File: config.mk
export PLATFORM = sky130hd
export DESIGN_NAME = latency_histogram
export DESIGN_NICKNAME = d
export VERILOG_FILES = /design/src/rtl/lathist_pkg.sv /design/src/rtl/lathist_ram.sv /design/src/rtl/latency_histogram.sv
export SDC_FILE = /design/constraint.sdc
export NUM_CORES = 2
export LEC_CHECK = 0
export ABC_AREA = 1
export BUFFER_PORTS_ARGS = -buffer_cell sky130_fd_sc_hd__buf_2
export CAP_MARGIN = 5
export CORE_MARGIN = 1.5
export CORE_UTILIZATION = 65
export DETAILED_ROUTE_END_ITERATION = 10
export PLACE_DENSITY = 0.84
export SYNTH_ARGS = -nofsm -noshare
export SYNTH_HDL_FRONTEND = slang
export SYNTH_SLANG_ARGS = --single-unit
File: constraint.sdc
create_clock -name clk -period 38.4 [get_ports clk]
set_input_delay 1.92 -clock clk [delete_from_list [all_inputs] [get_ports clk]]
set_output_delay 1.92 -clock clk [all_outputs]
set_load 0.03 [all_outputs]
File: src/rtl/lathist_pkg.sv
package lathist_pkg;

	// Field widths of the item channels
	localparam int unsigned SAMPLE_W   = 48;
	localparam int unsigned BOUND_W    = 47;
	localparam int unsigned IDX_W      = 3;
	localparam int unsigned HIT_W      = 4;
	localparam int unsigned OUT_CNT_W  = 32;
	localparam int unsigned SUM_W      = 64;
	localparam int unsigned NUM_BOUNDS = 8;
	localparam int unsigned REG_IDX_W  = 3;

	// Defaults for the top-level parameters
	localparam int unsigned DEF_BUCKETS    = 8;
	localparam int unsigned DEF_COUNT_BITS = 32;

	// Item kinds
	localparam logic MODE_RECORD = 1'b0;
	localparam logic MODE_READ   = 1'b1;

	// Special bucket_hit codes
	localparam logic [HIT_W-1:0] HIT_OVERFLOW = 4'd8;
	localparam logic [HIT_W-1:0] HIT_NONE     = 4'd9;

	// Bucket bounds after reset, in ns
	localparam logic [BOUND_W-1:0] BOUND_RESET [NUM_BOUNDS] = '{
		47'd1000, 47'd2000, 47'd5000, 47'd10000,
		47'd20000, 47'd50000, 47'd100000, 47'd1000000
	};

endpackage

File: src/rtl/lathist_ram.sv
module lathist_ram
	import lathist_pkg::*;
#(
	parameter int unsigned WIDTH = DEF_COUNT_BITS,
	parameter int unsigned DEPTH = DEF_BUCKETS,
	localparam int unsigned AW = (DEPTH > 1) ? $clog2(DEPTH) : 1
) (
	input  logic             clk,
	input  logic             we,
	input  logic [AW-1:0]    waddr,
	input  logic [WIDTH-1:0] wdata,
	input  logic             re,
	input  logic [AW-1:0]    raddr_a,
	input  logic [AW-1:0]    raddr_b,
	output logic [WIDTH-1:0] rdata_a,
	output logic [WIDTH-1:0] rdata_b
);

	logic [WIDTH-1:0] mem [DEPTH];

	// One write port, two registered read ports
	always_ff @(posedge clk) begin
		if (we) begin
			mem[waddr] <= wdata;
		end
		if (re) begin
			rdata_a <= mem[raddr_a];
			rdata_b <= mem[raddr_b];
		end
	end

endmodule

File: src/rtl/latency_histogram.sv
// Channel   | Handshake            | Payload
// ----------+----------------------+-----------------------------------------------
// request   | req_valid, req_stall | mode, sample, bucket_index
// response  | rsp_valid, rsp_stall | bucket_hit, sample_dropped, bucket_count,
//           |                      | overflow_total, sample_total, latency_sum,
//           |                      | min_latency, max_latency, is_empty
// config    | cfg_we               | cfg_index, cfg_data
//
// One item per clock unless stalled; a response is registered after stage 1.
// The bucket counters live in a RAM read at the accept edge and written back as the
// item leaves stage 1; a write and a read of the same bucket at one edge are forwarded.
// Reset clears all counters at once through per-bucket valid bits; no sweep is needed.
// A stalled response holds the pipeline; a request is taken whenever the stage
// behind the RAM is free or moving on.
module latency_histogram
	import lathist_pkg::*;
#(
	parameter int unsigned BUCKETS    = DEF_BUCKETS,
	parameter int unsigned COUNT_BITS = DEF_COUNT_BITS
) (
	input  logic                 clk,
	input  logic                 arst_n,
	// configuration
	input  logic                 cfg_we,
	input  logic [REG_IDX_W-1:0] cfg_index,
	input  logic [BOUND_W-1:0]   cfg_data,
	// request
	input  logic                 req_valid,
	output logic                 req_stall,
	input  logic                 mode,
	input  logic [SAMPLE_W-1:0]  sample,
	input  logic [IDX_W-1:0]     bucket_index,
	// response
	output logic                 rsp_valid,
	input  logic                 rsp_stall,
	output logic [HIT_W-1:0]     bucket_hit,
	output logic                 sample_dropped,
	output logic [OUT_CNT_W-1:0] bucket_count,
	output logic [OUT_CNT_W-1:0] overflow_total,
	output logic [OUT_CNT_W-1:0] sample_total,
	output logic [SUM_W-1:0]     latency_sum,
	output logic [BOUND_W-1:0]   min_latency,
	output logic [BOUND_W-1:0]   max_latency,
	output logic                 is_empty
);

	localparam int unsigned AW    = (BUCKETS > 1) ? $clog2(BUCKETS) : 1;
	localparam int unsigned EXT_W = (COUNT_BITS > OUT_CNT_W) ? COUNT_BITS : OUT_CNT_W;

	// Configuration registers
	logic [BOUND_W-1:0] bound_q [NUM_BOUNDS];

	// Scalar statistics
	logic [COUNT_BITS-1:0] ovf_cnt_q;
	logic [COUNT_BITS-1:0] acc_cnt_q;
	logic [SUM_W-1:0]      sum_q;
	logic [BOUND_W-1:0]    min_q;
	logic [BOUND_W-1:0]    max_q;

	// Bucket valid bits (entry not yet written reads as zero)
	logic [BUCKETS-1:0] vld_q;

	// Stage 1 (RAM data available)
	logic                  v_s1;
	logic                  upd_s1;
	logic [HIT_W-1:0]      hit_s1;
	logic                  drop_s1;
	logic                  in_b_s1;
	logic [AW-1:0]         addr_a_s1;
	logic [AW-1:0]         addr_b_s1;
	logic                  vld_a_s1;
	logic                  vld_b_s1;
	logic                  fwd_a_s1;
	logic                  fwd_b_s1;
	logic [COUNT_BITS-1:0] fwd_data_s1;

	// Accept-side logic
	logic                  accept;
	logic                  adv;
	logic                  neg;
	logic [BOUND_W-1:0]    smp;
	logic                  rec;
	logic [HIT_W-1:0]      hit;
	logic                  hit_bucket;
	logic [AW-1:0]         addr_a;
	logic [AW-1:0]         addr_b;
	logic                  in_b;
	logic [SUM_W:0]        sum_wide;

	// RAM ports
	logic                  wr_en;
	logic [COUNT_BITS-1:0] rd_a;
	logic [COUNT_BITS-1:0] rd_b;
	logic [COUNT_BITS-1:0] cnt_a;
	logic [COUNT_BITS-1:0] cnt_a_new;
	logic [COUNT_BITS-1:0] cnt_b;
	logic [COUNT_BITS-1:0] cnt_rep;

	logic [EXT_W-1:0] rep_ext;
	logic [EXT_W-1:0] ovf_ext;
	logic [EXT_W-1:0] acc_ext;

	// Handshake: stage 1 moves on when the response register is free or taken
	assign adv       = !rsp_valid || !rsp_stall;
	assign req_stall = v_s1 && !adv;
	assign accept    = req_valid && !req_stall;

	// Decode the incoming item
	assign neg = sample[SAMPLE_W-1];
	assign smp = sample[BOUND_W-1:0];
	assign rec = (mode == MODE_RECORD) && !neg;

	// First bucket whose bound covers the sample
	always_comb begin
		hit = HIT_OVERFLOW;
		for (int i = NUM_BOUNDS - 1; i >= 0; i--) begin
			if (i < BUCKETS && bound_q[i] >= smp) begin
				hit = HIT_W'(i);
			end
		end
	end

	assign hit_bucket = (hit != HIT_OVERFLOW);
	assign addr_a     = hit[AW-1:0];
	assign in_b       = (32'(bucket_index) < BUCKETS);
	assign addr_b     = bucket_index[AW-1:0];
	assign sum_wide   = {1'b0, sum_q} + (SUM_W + 1)'(smp);

	// Write the bound registers
	always_ff @(posedge clk or negedge arst_n) begin
		if (!arst_n) begin
			for (int i = 0; i < NUM_BOUNDS; i++) begin
				bound_q[i] <= BOUND_RESET[i];
			end
		end else if (cfg_we) begin
			bound_q[cfg_index] <= cfg_data;
		end
	end

	// Update the scalar statistics as a non-negative record sample is accepted
	always_ff @(posedge clk or negedge arst_n) begin
		if (!arst_n) begin
			ovf_cnt_q <= '0;
			acc_cnt_q <= '0;
			sum_q     <= '0;
			min_q     <= '0;
			max_q     <= '0;
		end else if (accept && rec) begin
			if (acc_cnt_q == '0) begin
				min_q <= smp;
				max_q <= smp;
			end else begin
				if (smp < min_q) min_q <= smp;
				if (smp > max_q) max_q <= smp;
			end
			if (!(&acc_cnt_q)) acc_cnt_q <= acc_cnt_q + 1'b1;
			sum_q <= sum_wide[SUM_W] ? {SUM_W{1'b1}} : sum_wide[SUM_W-1:0];
			if (!hit_bucket && !(&ovf_cnt_q)) ovf_cnt_q <= ovf_cnt_q + 1'b1;
		end
	end

	// Bucket counter store
	lathist_ram #(
		.WIDTH (COUNT_BITS),
		.DEPTH (BUCKETS)
	) u_ram (
		.clk     (clk),
		.we      (wr_en),
		.waddr   (addr_a_s1),
		.wdata   (cnt_a_new),
		.re      (accept),
		.raddr_a (addr_a),
		.raddr_b (addr_b),
		.rdata_a (rd_a),
		.rdata_b (rd_b)
	);

	// Resolve read data: forward the write made at the read edge, mask unwritten entries
	always_comb begin
		cnt_a     = fwd_a_s1 ? fwd_data_s1 : (vld_a_s1 ? rd_a : '0);
		cnt_b     = fwd_b_s1 ? fwd_data_s1 : (vld_b_s1 ? rd_b : '0);
		cnt_a_new = (&cnt_a) ? cnt_a : cnt_a + 1'b1;
		if (!in_b_s1) begin
			cnt_rep = '0;
		end else if (upd_s1 && addr_b_s1 == addr_a_s1) begin
			cnt_rep = cnt_a_new;
		end else begin
			cnt_rep = cnt_b;
		end
	end

	assign wr_en = v_s1 && adv && upd_s1;

	// Set valid bits as buckets are written
	always_ff @(posedge clk or negedge arst_n) begin
		if (!arst_n) begin
			vld_q <= '0;
		end else if (wr_en) begin
			vld_q[addr_a_s1] <= 1'b1;
		end
	end

	// Stage 1 control
	always_ff @(posedge clk or negedge arst_n) begin
		if (!arst_n) begin
			v_s1 <= 1'b0;
		end else if (accept) begin
			v_s1 <= 1'b1;
		end else if (adv) begin
			v_s1 <= 1'b0;
		end
	end

	// Stage 1 payload, loaded with each accepted item
	always_ff @(posedge clk) begin
		if (accept) begin
			upd_s1      <= rec && hit_bucket;
			hit_s1      <= rec ? hit : HIT_NONE;
			drop_s1     <= (mode == MODE_RECORD) && neg;
			in_b_s1     <= in_b;
			addr_a_s1   <= addr_a;
			addr_b_s1   <= addr_b;
			vld_a_s1    <= vld_q[addr_a];
			vld_b_s1    <= vld_q[addr_b];
			fwd_a_s1    <= wr_en && (addr_a_s1 == addr_a);
			fwd_b_s1    <= wr_en && (addr_a_s1 == addr_b);
			fwd_data_s1 <= cnt_a_new;
		end
	end

	// Response register
	always_ff @(posedge clk or negedge arst_n) begin
		if (!arst_n) begin
			rsp_valid <= 1'b0;
		end else if (adv) begin
			rsp_valid <= v_s1;
		end
	end

	assign rep_ext = EXT_W'(cnt_rep);
	assign ovf_ext = EXT_W'(ovf_cnt_q);
	assign acc_ext = EXT_W'(acc_cnt_q);

	// Capture the statistics after this item's update
	always_ff @(posedge clk) begin
		if (adv && v_s1) begin
			bucket_hit     <= hit_s1;
			sample_dropped <= drop_s1;
			bucket_count   <= rep_ext[OUT_CNT_W-1:0];
			overflow_total <= ovf_ext[OUT_CNT_W-1:0];
			sample_total   <= acc_ext[OUT_CNT_W-1:0];
			latency_sum    <= sum_q;
			min_latency    <= min_q;
			max_latency    <= max_q;
			is_empty       <= (acc_cnt_q == '0);
		end
	end

	// Checks
	a_wr_only_on_move: assert property (@(posedge clk) disable iff (!arst_n)
		wr_en |-> v_s1 && adv && hit_s1 != HIT_NONE && hit_s1 != HIT_OVERFLOW)
		else $error("bucket write without a record item leaving stage 1");

	a_min_le_max: assert property (@(posedge clk) disable iff (!arst_n)
		rsp_valid && !is_empty |-> min_latency <= max_latency)
		else $error("minimum latency above maximum");

	a_drop_no_hit: assert property (@(posedge clk) disable iff (!arst_n)
		rsp_valid && sample_dropped |-> bucket_hit == HIT_NONE)
		else $error("dropped item reports a bucket");

	a_read_no_change: assert property (@(posedge clk) disable iff (!arst_n)
		accept && mode == MODE_READ |=> $stable(acc_cnt_q) && $stable(sum_q))
		else $error("read item changed the statistics");

endmodule
==> impl_metrics.toml <==
[status]
status = "complete, but fails checks"
violations = "design-rule violations"

[power]
peakVddDrop_mv = 0.0346
finalPower_mw = 4.61
p_leak_nw = 32.9
power_density_mw_per_mm2 = 64.4

[cts]
cts_buffers = 131
clk_latency_ps = 760
clk_pin_slew_worst_paths_ps = 60
cts_buffer_depth = 3
cts.root.buffer_cell = "clkbuf_16"
hold_buffers = 0
h-tree-depth = 4
cts_resized = 0
cts_tree = "done"
cts_setup_buffers = 0
cts.sinks = 1236

[placed_design]
dp_hpwl_mm = 129
placed_cell_area_mm2 = 0.0672
io_buffers = 368
gp_congestion = 0.986

[timing]
finalClockSkew_ps = 27.3
slew_violations = 0
setup-tns-final_ps = 0
post-route-period-util_pct = 16.7
worst_slew_pin_slew_ps = 1150
setup_viol = 0
rsz0062_at_grt = "no"
hold_viol_final = 0
slew-limit-headroom_pct = 23.2
period_needed_ps = 6400
max_freq_mhz = 156

[floorplan]
die_w_um = 317
num_io_pins = 369
coreArea_mm2 = 0.0981
rows = 115
start_util_pct = 65.5
die_area_mm2 = 0.101
die_h_um = 317

[global_route]
gr-usage-all-layers_pct = 37.0
grt_max_degree = 98
grt_pass1_wl_mm = 291
antenna_found_initial = 22
grt_overflow = 0
grt_pass1_vias = 51705

[worst_setup_path]
cp-startpoint = "sample[46]"
worst_ep_arrival_time_ps = 6900
crit_fanout = 75
timing.critical_path.buf_inv = 5
crit_type = "input pin to register"
worstPathRequired_ps = 38900
slowest_stage = "buf_4"
worstSetupStartpointType = "input pin"
cpMostUsedCell = "nand2_1"
crit_family = "simple AND/OR/NAND/NOR gates"
r2r-start = "bound_q[277]"
max_stage_delay_ps = 770
path_cells = "buf_2, inv_1, ha_1, nand2_1, inv_1, nand4_1, nor4_1, nand2_1, nor2_1, nor2_1, nand3_1, inv_1, nand2_1, nand2_4, nand2_4, buf_4, nand2_1, nand3_1, nand2_1, nand2_1, nand2_1"
endpoint_kind = "register"

[synthesis]
syn_area_mm2 = 0.0643
synthCells = 6879
synthArstFlopShare_pct = 49.2
synth_edf_count = 628
yosysSeqAreaShare_pct = 53.1
synth-seq-cells = 1236
synth_cell_types = 59
synth_nets = 7507
synth-main-ff-cell = "edfxtp_1"
syn_area_per_cell_um2 = 9.34
ys_warn_count = 0

[layout]
nNetsFinal = 7809
final_cell_mix = "nand2_1, inv_1, o21ai_0"
area_growth_pct = 11.3
fillers = 6874
final_common_cell = "nand2_1"
drive_gt1_share_pct = 10.3
final_area_mm2 = 0.0715

[detailed_routing]
wl_mm = 188
dr_total_vias = 53488
wl_per_cell_um = 21.8
antenna_left = 0
drc_errors = 2
vias_per_cell = 6.22
drt_iter0_drc = 6950
firstDrtPassIters = 9

[hold_path]
hold_class = "register to register"
hp-start = "hit_s1[1]"

[job]
drv_cap = 0
power breakdown:
group	internal (mW)	switching (mW)
combinational	0.458	0.983
sequential	1.72	0.190
clock	0.725	0.535
layer usage:
layer | up-vias | track usage [%] | share of wire [%]
met2 | 3451 | 57.4 | 45
met5 | - | 0 | 0.069
met1 | 25249 | 50.2 | 38
met4 | 8 | 18.3 | 5.1
li1 | 24133 | - | -
met3 | 647 | 7.24 | 11
synthesized netlist by cell type, types with 33 or more instances:
cell type  count  area share [%]
edfxtp_1     628              29
ha_1         520              10
a31oi_1       53            0.52
a2bb2oi_1     43            0.59
o21ai_0      680             5.3
dfstp_2       46             1.9
nor3_1        72            0.56
xor2_1        84             1.1
nand3_1      416             3.2
nor4_1        34            0.33
nand2_1     1564             9.1
clkbuf_1     192             1.1
a22oi_1       36            0.42
a21oi_1      424             3.3
xnor2_1       44            0.60
nand4_1       92            0.90
nor2_1       347             2.0
inv_1        770             4.5
a221oi_1      33            0.45
dfrtp_1      562              22
sequential cells by signal, indices dropped and copies added (netlist names), 3 cells and up:
register        count
fwd_data_s1        32
bucket_hit          4
sum_q              64
min_latency        47
acc_cnt_q          32
u_ram.mem         256
bucket_count       32
bound_q           376
addr_b_s1           3
max_latency        47
ovf_cnt_q          32
min_q              47
sample_total       32
vld_q               8
hit_s1              4
u_ram.rdata_a      32
addr_a_s1           3
overflow_total     32
max_q              47
u_ram.rdata_b      32
latency_sum        64
final timing paths:
path,end,slack [ps],cells after the start
worst max register to register,u_ram.rdata_a[19],33250,19
max in group asynchronous,ovf_cnt_q[21],32570,6
worst min register to register,bucket_hit[1],430,0
worst min-delay path,bucket_hit[1],430,0
worst max-delay path,u_ram.rdata_a[19],32000,21
min in group asynchronous,bound_q[13],1220,1
cell type report:
class | count | area (µm²) | share of cell area (%)
repair buffers | 419 | 2240 | 3.13
multi-input cells | 4613 | 26300 | 36.8
clock inverters | 68 | 631 | 0.881
diodes | 20 | 50.0 | 0.0699
clock buffers | 174 | 3640 | 5.09
flip-flops and latches | 1236 | 34100 | 47.7
inverters | 780 | 2930 | 4.10
well taps | 1287 | 1610 | 2.25
metrics by stage:
stage / setup WS [ps] / hold slack [ps] / utilization [%] / std cells
final: 32000 / 429 / 72.9 / 8597
after global routing: 31770 / 433 / 72.9 / 8587
after CTS: 32250 / 434 / 72.9 / 8577
after detailed placement: 31510 / 419 / 68.5 / 8335
after global placement: 31640 / 402 / 68.5 / 8335
after floorplan: 19420 / 400 / - / 6879
cell families after synthesis:
| logic type | after synthesis | synth area share, % |
|---|---|---|
| AND/OR/NAND/NOR | 2584 | 16.9 |
| AO/OA/AOI/OAI | 1379 | 11.9 |
| flip-flops | 1236 | 53.1 |
| buffers and inverters | 1030 | 6.14 |
| adder cells (fa/ha/maj) | 521 | 10.2 |
| XOR/XNOR | 129 | 1.77 |
No activity file was read; power rests on OpenSTA's default activity.
